`config.mk`:
```
export PLATFORM = sky130hd
export DESIGN_NAME = sg_dma_split_transfer_sequencer
export DESIGN_NICKNAME = d
export VERILOG_FILES = /design/src/design/sgdma_pkg.sv /design/src/design/sg_dma_split_transfer_sequencer.sv /design/src/design/sgdma_ctrl.sv /design/src/design/sgdma_dp.sv
export SDC_FILE = /design/constraint.sdc
export NUM_CORES = 2
export LEC_CHECK = 0
export BUFFER_PORTS_ARGS = -buffer_cell sky130_fd_sc_hd__buf_4
export CAP_MARGIN = 20
export CORE_MARGIN = 1.5
export CORE_UTILIZATION = 50
export DETAILED_ROUTE_END_ITERATION = 10
export GPL_TIMING_DRIVEN = 0
export MAX_ROUTING_LAYER = met4
export PLACE_DENSITY = 0.66
export SLEW_MARGIN = 20
export SYNTH_ARGS = -nofsm -noshare
export SYNTH_HDL_FRONTEND = slang
export SYNTH_SLANG_ARGS = --single-unit
```
`constraint.sdc`:
```
create_clock -name i_clk -period 22.8 [get_ports i_clk]
set_input_delay 4.56 -clock i_clk [delete_from_list [all_inputs] [get_ports i_clk]]
set_output_delay 4.56 -clock i_clk [all_outputs]
set_load 0.05 [all_outputs]
```
`src/design/sgdma_pkg.sv`:
```
// Shared types, constants and codes for the scatter-gather transfer sequencer.
package sgdma_pkg;

    localparam int TableDepth = 16;
    localparam int IdxW       = (TableDepth > 1) ? $clog2(TableDepth) : 1;
    localparam int CntW       = $clog2(TableDepth + 1);

    // Command codes
    localparam logic [1:0] CMD_LOAD_SRC = 2'd0;
    localparam logic [1:0] CMD_LOAD_DST = 2'd1;
    localparam logic [1:0] CMD_RESTART  = 2'd2;
    localparam logic [1:0] CMD_COMPLETE = 2'd3;

    // Register indexes
    localparam logic [2:0] REG_PERIOD_LEN   = 3'd0;
    localparam logic [2:0] REG_HOST_BUF_LEN = 3'd1;
    localparam logic [2:0] REG_REPORT_LEN   = 3'd2;
    localparam logic [2:0] REG_SRC_ENTRIES  = 3'd3;
    localparam logic [2:0] REG_DST_ENTRIES  = 3'd4;

    // Controller to datapath commands
    typedef struct packed {
        logic       load_src;
        logic       load_dst;
        logic       restart;
        logic       cmp_a;     // completion: position and address advance
        logic       cmp_b;     // completion: element step
        logic       cmp_c;     // completion: clamp and split
        logic       capture;   // latch result word
    } t_dp_cmd;

    // Result word
    typedef struct packed {
        logic [31:0] stream_pos;
        logic [23:0] host_read_pos;
        logic        report_fire;
        logic        period_done;
        logic        chain_now;
        logic [23:0] next_len;
        logic [31:0] next_dst;
        logic [31:0] next_src;
    } t_result;

    // Saturating entry count to an effective count
    function automatic logic [CntW-1:0] eff_count(input logic [4:0] n);
        logic [CntW-1:0] r;
        begin
            if (n == 5'd0) begin
                r = CntW'(1);
            end else if (32'(n) > TableDepth) begin
                r = CntW'(TableDepth);
            end else begin
                r = CntW'(n);
            end
            return r;
        end
    endfunction

endpackage

```
`src/design/sg_dma_split_transfer_sequencer.sv`:
```
// Top level of the scatter-gather transfer sequencer.
// One command word in gives one result word out. Loads and restarts update
// the datapath directly, and a completion runs three datapath phases
// (position and address advance, element step, clamp and split); each word
// then captures the result register. The next word is accepted once the
// previous result is captured and the result slot is free or draining.
// Result tdata holds next_src, next_dst, next_len, chain_now,
// period_done, report_fire, host_read_pos, stream_pos from the low bit up.
module sg_dma_split_transfer_sequencer (
    input  logic         i_clk,
    input  logic         i_rst_n,
    input  logic         s_axis_tvalid,
    output logic         s_axis_tready,
    input  logic [63:0]  s_axis_tdata,   // entry_index, entry_addr, entry_len
    input  logic [1:0]   s_axis_tuser,   // cmd
    output logic         m_axis_tvalid,
    input  logic         m_axis_tready,
    output logic [151:0] m_axis_tdata,   // next_src..stream_pos (147 bits used)
    input  logic         cfg_valid,
    output logic         cfg_ready,
    input  logic [2:0]   cfg_index,
    input  logic [23:0]  cfg_data
);
    import sgdma_pkg::*;

    logic [23:0] r_period_len, r_host_buffer_len, r_report_period_len;
    logic [4:0]  r_source_entries, r_sink_entries;
    t_dp_cmd     dp_cmd;
    t_result     res;

    assign cfg_ready = 1'b1;

    // Configuration registers
    always_ff @(posedge i_clk) begin
        if (!i_rst_n) begin
            r_period_len        <= 24'd1;
            r_host_buffer_len   <= 24'd1;
            r_report_period_len <= 24'd0;
            r_source_entries    <= 5'd1;
            r_sink_entries      <= 5'd1;
        end else if (cfg_valid) begin
            case (cfg_index)
                REG_PERIOD_LEN:   r_period_len        <= cfg_data;
                REG_HOST_BUF_LEN: r_host_buffer_len   <= cfg_data;
                REG_REPORT_LEN:   r_report_period_len <= cfg_data;
                REG_SRC_ENTRIES:  r_source_entries    <= cfg_data[4:0];
                REG_DST_ENTRIES:  r_sink_entries      <= cfg_data[4:0];
                default: ;
            endcase
        end
    end

    sgdma_ctrl u_ctrl (
        .i_clk         (i_clk),
        .i_rst_n       (i_rst_n),
        .s_axis_tvalid (s_axis_tvalid),
        .s_axis_tready (s_axis_tready),
        .i_cmd         (s_axis_tuser),
        .m_axis_tvalid (m_axis_tvalid),
        .m_axis_tready (m_axis_tready),
        .o_cmd         (dp_cmd)
    );

    sgdma_dp u_dp (
        .i_clk               (i_clk),
        .i_rst_n             (i_rst_n),
        .i_cmd               (dp_cmd),
        .i_entry_index       (s_axis_tdata[3:0]),
        .i_entry_addr        (s_axis_tdata[35:4]),
        .i_entry_len         (s_axis_tdata[59:36]),
        .i_period_len        (r_period_len),
        .i_host_buffer_len   (r_host_buffer_len),
        .i_report_period_len (r_report_period_len),
        .i_source_entries    (r_source_entries),
        .i_sink_entries      (r_sink_entries),
        .o_result            (res)
    );

    assign m_axis_tdata = {5'd0, res.stream_pos, res.host_read_pos, res.report_fire,
                           res.period_done, res.chain_now, res.next_len,
                           res.next_dst, res.next_src};

endmodule

```
`src/design/sgdma_ctrl.sv`:
```
// Sequencer controller: handshakes and completion phase sequencing.
module sgdma_ctrl (
    input  logic                i_clk,
    input  logic                i_rst_n,
    input  logic                s_axis_tvalid,
    output logic                s_axis_tready,
    input  logic [1:0]          i_cmd,
    output logic                m_axis_tvalid,
    input  logic                m_axis_tready,
    output sgdma_pkg::t_dp_cmd  o_cmd
);
    import sgdma_pkg::*;

    localparam logic [2:0] ST_IDLE = 3'd0;
    localparam logic [2:0] ST_CB   = 3'd2;
    localparam logic [2:0] ST_CC   = 3'd3;
    localparam logic [2:0] ST_OUT  = 3'd4;

    logic [2:0] r_state, n_state;
    logic       r_ovalid, n_ovalid;
    logic       acc;

    // Accept when idle and the output slot is free or being drained
    assign s_axis_tready = (r_state == ST_IDLE) && (!r_ovalid || m_axis_tready);
    assign acc           = s_axis_tvalid && s_axis_tready;
    assign m_axis_tvalid = r_ovalid;

    always_comb begin
        n_state  = r_state;
        n_ovalid = r_ovalid;
        o_cmd    = '0;
        if (r_ovalid && m_axis_tready) begin
            n_ovalid = 1'b0;
        end
        case (r_state)
            ST_IDLE: begin
                if (acc) begin
                    case (i_cmd)
                        CMD_LOAD_SRC: o_cmd.load_src = 1'b1;
                        CMD_LOAD_DST: o_cmd.load_dst = 1'b1;
                        CMD_RESTART:  o_cmd.restart  = 1'b1;
                        default:      o_cmd.cmp_a    = 1'b1;
                    endcase
                    n_state = (i_cmd == CMD_COMPLETE) ? ST_CB : ST_OUT;
                end
            end
            ST_CB: begin
                o_cmd.cmp_b = 1'b1;
                n_state     = ST_CC;
            end
            ST_CC: begin
                o_cmd.cmp_c = 1'b1;
                n_state     = ST_OUT;
            end
            ST_OUT: begin
                if (!r_ovalid || m_axis_tready) begin
                    o_cmd.capture = 1'b1;
                    n_ovalid      = 1'b1;
                    n_state       = ST_IDLE;
                end
            end
            default: n_state = ST_IDLE;
        endcase
    end

    always_ff @(posedge i_clk) begin
        if (!i_rst_n) begin
            r_state  <= ST_IDLE;
            r_ovalid <= 1'b0;
        end else begin
            r_state  <= n_state;
            r_ovalid <= n_ovalid;
        end
    end

    // Input only taken when idle
    a_acc_idle: assert property (@(posedge i_clk) disable iff (!i_rst_n)
        acc |-> (r_state == ST_IDLE)) else $error("accept outside idle");
    // Completion walks through all phases
    a_cmp_seq: assert property (@(posedge i_clk) disable iff (!i_rst_n)
        o_cmd.cmp_a |=> o_cmd.cmp_b ##1 o_cmd.cmp_c) else $error("phase order");
    // Capture never overwrites an unread result
    a_no_over: assert property (@(posedge i_clk) disable iff (!i_rst_n)
        o_cmd.capture |-> (!r_ovalid || m_axis_tready)) else $error("overwrite");

endmodule

```
`src/design/sgdma_dp.sv`:
```
// Sequencer datapath: tables, positions, address advance and clamping.
module sgdma_dp (
    input  logic                   i_clk,
    input  logic                   i_rst_n,
    input  sgdma_pkg::t_dp_cmd     i_cmd,
    input  logic [3:0]             i_entry_index,
    input  logic [31:0]            i_entry_addr,
    input  logic [23:0]            i_entry_len,
    input  logic [23:0]            i_period_len,
    input  logic [23:0]            i_host_buffer_len,
    input  logic [23:0]            i_report_period_len,
    input  logic [4:0]             i_source_entries,
    input  logic [4:0]             i_sink_entries,
    output sgdma_pkg::t_result     o_result
);
    import sgdma_pkg::*;

    logic [31:0] r_src_addr_tab [TableDepth];
    logic [23:0] r_src_len_tab  [TableDepth];
    logic [31:0] r_dst_addr_tab [TableDepth];
    logic [23:0] r_dst_len_tab  [TableDepth];

    logic [IdxW-1:0] r_src_slot, r_dst_slot;
    logic [31:0] r_src_limit, r_dst_limit, r_cur_src, r_cur_dst, r_total_pos;
    logic [23:0] r_cur_len, r_split_left, r_ring_pos, r_report_acc;
    logic        r_fire;
    t_result     r_result;

    logic            idx_ok;
    logic [24:0]     ring_sum, acc_sum;
    logic [IdxW-1:0] src_step, dst_step;
    logic [CntW:0]   src_inc, dst_inc;
    logic [31:0]     src_end, dst_end;
    logic [23:0]     nxt_a, nxt_b, nxt_c, pl;
    logic [31:0]     cand_s, cand_d;

    assign idx_ok = (32'(i_entry_index) < TableDepth);
    assign pl     = i_period_len;

    // Table writes
    always_ff @(posedge i_clk) begin
        if (i_cmd.load_src && idx_ok) begin
            r_src_addr_tab[IdxW'(i_entry_index)] <= i_entry_addr;
            r_src_len_tab[IdxW'(i_entry_index)]  <= i_entry_len;
        end
        if (i_cmd.load_dst && idx_ok) begin
            r_dst_addr_tab[IdxW'(i_entry_index)] <= i_entry_addr;
            r_dst_len_tab[IdxW'(i_entry_index)]  <= i_entry_len;
        end
    end

    // Phase A arithmetic
    assign ring_sum = {1'b0, r_ring_pos} + {1'b0, r_cur_len};
    assign acc_sum  = {1'b0, r_report_acc} + {1'b0, r_cur_len};

    // Phase B: slot stepping with wrap
    assign src_inc  = {1'b0, CntW'(r_src_slot)} + 1'b1;
    assign dst_inc  = {1'b0, CntW'(r_dst_slot)} + 1'b1;
    assign src_step = (src_inc >= {1'b0, eff_count(i_source_entries)}) ? '0
                                                                     : IdxW'(src_inc);
    assign dst_step = (dst_inc >= {1'b0, eff_count(i_sink_entries)}) ? '0
                                                                   : IdxW'(dst_inc);
    assign src_end  = r_src_addr_tab[src_step] + 32'(r_src_len_tab[src_step]);
    assign dst_end  = r_dst_addr_tab[dst_step] + 32'(r_dst_len_tab[dst_step]);

    // Phase C: clamp to element ends, then split handling
    assign cand_s = r_src_limit - r_cur_src;
    assign cand_d = r_dst_limit - r_cur_dst;
    always_comb begin
        nxt_a = pl;
        if ((r_cur_src + 32'(pl)) > r_src_limit && cand_s < 32'(pl)) begin
            nxt_a = cand_s[23:0];
        end
        nxt_b = nxt_a;
        if ((r_cur_dst + 32'(nxt_a)) > r_dst_limit && cand_d < 32'(nxt_a)) begin
            nxt_b = cand_d[23:0];
        end
        nxt_c = nxt_b;
        if (r_split_left != 24'd0 && r_split_left < nxt_b) begin
            nxt_c = r_split_left;
        end
    end

    // State update
    always_ff @(posedge i_clk) begin
        if (!i_rst_n) begin
            r_src_slot <= '0;          r_dst_slot <= '0;
            r_src_limit <= '0;         r_dst_limit <= '0;
            r_cur_src <= '0;           r_cur_dst <= '0;
            r_cur_len <= '0;           r_split_left <= '0;
            r_ring_pos <= '0;          r_report_acc <= '0;
            r_total_pos <= '0;         r_fire <= 1'b0;
        end else if (i_cmd.restart) begin
            r_src_slot   <= '0;
            r_dst_slot   <= '0;
            r_src_limit  <= r_src_addr_tab[0] + 32'(r_src_len_tab[0]);
            r_dst_limit  <= r_dst_addr_tab[0] + 32'(r_dst_len_tab[0]);
            r_cur_src    <= r_src_addr_tab[0];
            r_cur_dst    <= r_dst_addr_tab[0];
            r_cur_len    <= pl;
            r_split_left <= '0;
            r_ring_pos   <= '0;
            r_report_acc <= '0;
            r_total_pos  <= '0;
            r_fire       <= 1'b0;
        end else if (i_cmd.load_src || i_cmd.load_dst) begin
            r_fire <= 1'b0;
        end else if (i_cmd.cmp_a) begin
            r_ring_pos  <= (ring_sum >= {1'b0, i_host_buffer_len}) ? '0 : ring_sum[23:0];
            r_total_pos <= r_total_pos + 32'(r_cur_len);
            if (i_report_period_len != 24'd0 && acc_sum >= {1'b0, i_report_period_len}) begin
                r_report_acc <= '0;
                r_fire       <= 1'b1;
            end else begin
                r_report_acc <= acc_sum[24] ? 24'hFFFFFF : acc_sum[23:0];
                r_fire       <= 1'b0;
            end
            r_cur_src <= r_cur_src + 32'(r_cur_len);
            r_cur_dst <= r_cur_dst + 32'(r_cur_len);
        end else if (i_cmd.cmp_b) begin
            if (r_cur_src == r_src_limit) begin
                r_src_slot  <= src_step;
                r_src_limit <= src_end;
                r_cur_src   <= r_src_addr_tab[src_step];
            end
            if (r_cur_dst == r_dst_limit) begin
                r_dst_slot  <= dst_step;
                r_dst_limit <= dst_end;
                r_cur_dst   <= r_dst_addr_tab[dst_step];
            end
        end else if (i_cmd.cmp_c) begin
            r_cur_len <= nxt_c;
            if (r_split_left == 24'd0) begin
                if (nxt_b != pl) begin
                    r_split_left <= pl - nxt_b;
                end
            end else begin
                r_split_left <= r_split_left - nxt_c;
            end
        end
    end

    // Chain flag follows the split state seen at phase C
    logic r_chain;
    always_ff @(posedge i_clk) begin
        if (!i_rst_n) begin
            r_chain <= 1'b0;
        end else if (i_cmd.cmp_c) begin
            r_chain <= (r_split_left != 24'd0);
        end else if (i_cmd.restart || i_cmd.load_src || i_cmd.load_dst) begin
            r_chain <= 1'b0;
        end
    end

    // Result capture; flags only for completions
    logic r_was_cmp;
    always_ff @(posedge i_clk) begin
        if (!i_rst_n) begin
            r_was_cmp <= 1'b0;
        end else if (i_cmd.cmp_a) begin
            r_was_cmp <= 1'b1;
        end else if (i_cmd.restart || i_cmd.load_src || i_cmd.load_dst) begin
            r_was_cmp <= 1'b0;
        end
    end

    always_ff @(posedge i_clk) begin
        if (i_cmd.capture) begin
            r_result.next_src      <= r_cur_src;
            r_result.next_dst      <= r_cur_dst;
            r_result.next_len      <= r_cur_len;
            r_result.chain_now     <= r_was_cmp && r_chain;
            r_result.period_done   <= r_was_cmp && !r_chain;
            r_result.report_fire   <= r_was_cmp && r_fire;
            r_result.host_read_pos <= r_ring_pos;
            r_result.stream_pos    <= r_total_pos;
        end
    end

    assign o_result = r_result;

endmodule

```
==> metrics.yaml <==
pwr:
  swShare_pct: 26.9
  irDropWorstVdd_mv: 0.0832
  netSwitchingPower_mw: 2.66
  total_power_mw: 9.86
  leakagePower_nw: 45.2
  combPwrFrac_pct: 13.2
  power.sequential.fraction_pct: 47.2
  power_frac_clock_pct: 39.7
  pwr_density_cell_mw_per_mm2: 75.8
  internal_power_mw: 7.20
die:
  initial_core_util_pct: 50.5
  die-area_mm2: 0.230
  core-area_mm2: 0.225
  dieWidth_um: 480
  top_level_ports: 253
  rows: 174
  die-height_um: 480
sta:
  tns_ps: 0
  timing.hold.ws_ps: 455
  final.min_clock_period_ps: 21970
  setup_viol_count_final: 0
  final-hold-violation-count: 0
  min_period_over_period_pct: 96.4
  layout_setup_ws_ps: 827
  final_max_slew_viol_count: 0
  worstMarginPinSlew_ps: 1430
  maxSlewHeadroom_pct: 3.94
  skew_ps: 101
  max_freq_mhz: 45.5
routing:
  route.detailed.vias_per_inst: 6.45
  ant_nets: 0
  drc: 0
  dr.first_iter.drc_count: 11076
  totalWireLength_um: 449000
  post_drt_wl_per_cell_um: 33.2
  vias: 87231
  drt_first_pass_iters: 7
placed_design:
  pre_cts_ws_ps: -4650
  portBuffers: 241
  place_congestion: 1.01
  dp_hpwl_um: 340000
clock_tree:
  clock_tree.htree_level_count: 4
  cts_tree: "done"
  tritoncts.num_buffers: 233
  ctsHoldBuffers: 0
  clkSlewWorstSetupHoldPaths_ps: 60
  root_cell_of_the_clock_tree: "clkbuf_16"
  clock_insertion_delay_worst_skew_ps: 940
  cts_max_path_buffers: 3
  cts.sinks: 2292
grt:
  grt_max_degree: 33
  antenna_found_initial: 25
  via_count_of_the_first_global_routing_pass: 82824
  overflow: 0
  grt_util_all_layers_pct: 39.4
  grt_pass1_wl_um: 621000
synth:
  synth_ff_type: "edfxtp_1"
  synth_edf_count: 1939
  postSynthRegisterBits: 2292
  synthDistinctLibCells: 109
  synthesis_warning_total: 0
  postSynth.asyncResetShare_pct: 0
  postSynthCellCount: 9721
  ys_seq_area_share_pct: 57.4
  netlist_area_mm2: 0.114
  synthesis.area_per_instance_um2: 11.7
worst_setup_path:
  worst-path-max-fanout: 10
  critPathSlowestCell: "a21oi_2"
  worst-endpoint-arrival_ps: 22780
  criticalPathCategory: "reg -> reg"
  worstSetupStartpointType: "flip-flop"
  highest_cell_delay_on_the_worst_timing_path_ps: 600
  crit_required_ps: 23610
  cell_seen_most_often_among_critical_path_stages: "o21ai_0"
  setup.worst_path.end_class: "flip-flop"
final_layout:
  fin_nets: 10981
  drive_above_1_share_pct: 11.2
  mostFrequentLayoutCells: "edfxtp_1, a21oi_1, nand2_1"
  area_overhead_of_the_layout_relative_to_synthesis_pct: 14.4
  layout_commonest_cell: "edfxtp_1"
  post-route-util_pct: 57.7
outcome:
  run_status: "finished clean"
worst_hold_path:
  holdCritPathClass: "reg -> reg"
run:
  maxCapViolations: 0
[power by group through the flow]
stage | Sequential [mW] | Clock [mW] | Combinational, mW
CTS | 4.65 | 3.93 | 1.27
finish | 4.65 | 3.91 | 1.30
floorplan | 4.75 | 0 | 0.706
global route | 4.65 | 4.08 | 1.37
detailed placement | 4.74 | 0 | 1.26
global placement | 4.74 | 0 | 1.23
[metal layers]
layer  part of all wire [%]  vias to the layer above  track usage (%)  wire (um)
met3                    9.3                     1156             6.20      41700
met2                     46                     5072             61.5     205000
met4                    6.6                        0             20.7      29900
met1                     38                    43013             49.5     172000
li1                       -                    37990                -          -
met5                      0                        -                -          0
[cell families after synthesis]
kind of cell             Yosys count  share of synthesized area, %
AO/OA/AOI/OAI                   2634                          15.0
XOR/XNOR                         332                          2.56
adder cells (fa/ha/maj)          577                          6.42
buffers and inverters            938                          3.13
flip-flops                      2292                          57.4
multiplexers                     736                          6.79
other                              2                       0.00661
AND/OR/NAND/NOR                 2210                          8.68
[cells in the mapped netlist (all sizes together), types with 12 or more instances]
cell	instances	area [um2]
a31oi	38	238
and4	18	160
o21ai	519	2600
maj3	13	135
xor2	86	753
fa	15	300
edfxtp	1939	58200
a21o	125	938
xnor2	246	2150
a21oi	941	4720
and2	38	238
mux2	280	3150
a32o	27	270
clkbuf	431	1620
a211oi	137	1040
nand4	58	369
nor2	722	2710
o21a	53	398
o32a	50	500
or3	30	188
inv	423	1590
o21bai	57	428
nor2b	55	344
nor3	168	846
nand3	102	510
nor4	43	290
ha	549	6870
a2111oi	60	532
buf	83	354
nand2b	62	388
a21boi	42	315
mux2i	456	4560
a211o	19	166
o211a	12	120
a22oi	30	230
and3	54	338
o211ai	61	463
o22ai	27	169
o31ai	27	216
nand2	795	2980
a221oi	203	1780
a221o	12	120
o221ai	91	797
or2	28	175
dfxtp	353	7070
[critical path, delay by kind of cell, from the launching register on]
family,cells,cell delay (ps)
AOI/OAI and AO/OA,48,11050
xor gates and xnor gates,2,290
adders and majority gates,7,2560
buffers and inverters,8,1660
DFF,1,490
muxes,1,390
and+or+nand+nor,24,5370
[path summary, 6_finish.rpt]
kind                                                          from                            endpoint  slack (ps)  depth (start not counted)
worst min-delay path            r_host_buffer_len[10]$_SDFFE_PN0P_  r_host_buffer_len[10]$_SDFFE_PN0P_         450                          2
worst min register to register  r_host_buffer_len[10]$_SDFFE_PN0P_  r_host_buffer_len[10]$_SDFFE_PN0P_         450                          2
worst max-delay path                  r_period_len[1]$_SDFFE_PN0P_  u_dp.r_split_left[20]$_SDFFE_PP0P_         830                         90
worst max register to register        r_period_len[1]$_SDFFE_PN0P_  u_dp.r_split_left[20]$_SDFFE_PP0P_         830                         90
[timing repair]
item	CTS	global route
buffers inserted	5	11
pin swaps	4	5
endpoints found under the setup margin	48	21
resized for setup	35	27
[per-stage QoR]
| stage | area [um2] | std cells |
|---|---|---|
| global route | 130000 | 13519 |
| floorplan | 114000 | 9725 |
| detailed placement | 122000 | 13059 |
| global placement | 119000 | 12958 |
| finish | 130000 | 13528 |
| CTS | 130000 | 13498 |
[state kept, by name (all words and copies together) (netlist names), 32 cells and up]
| name | flops |
|---|---|
| u_dp.r_dst_addr_tab | 512 |
| u_dp.r_src_addr_tab | 512 |
| u_dp.r_dst_len_tab | 384 |
| u_dp.r_src_len_tab | 384 |
| u_dp.o_result | 147 |
| u_dp.r_cur_dst | 32 |
| u_dp.r_cur_src | 32 |
| u_dp.r_dst_limit | 32 |
| u_dp.r_src_limit | 32 |
| u_dp.r_total_pos | 32 |
[layout make-up]
type / count / area [um2]
sequential: 2292 / 65300
fill: 18448 / 95300
clock buffer: 283 / 6100
tap: 2992 / 3740
clock inverter: 151 / 1690
inverter: 424 / 1590
antenna: 18 / 45.0
buffer: 514 / 2010
timing repair buffer: 359 / 4150
multi-input combinational: 6495 / 45400
Note: power is estimated with default switching activity, not from simulation.
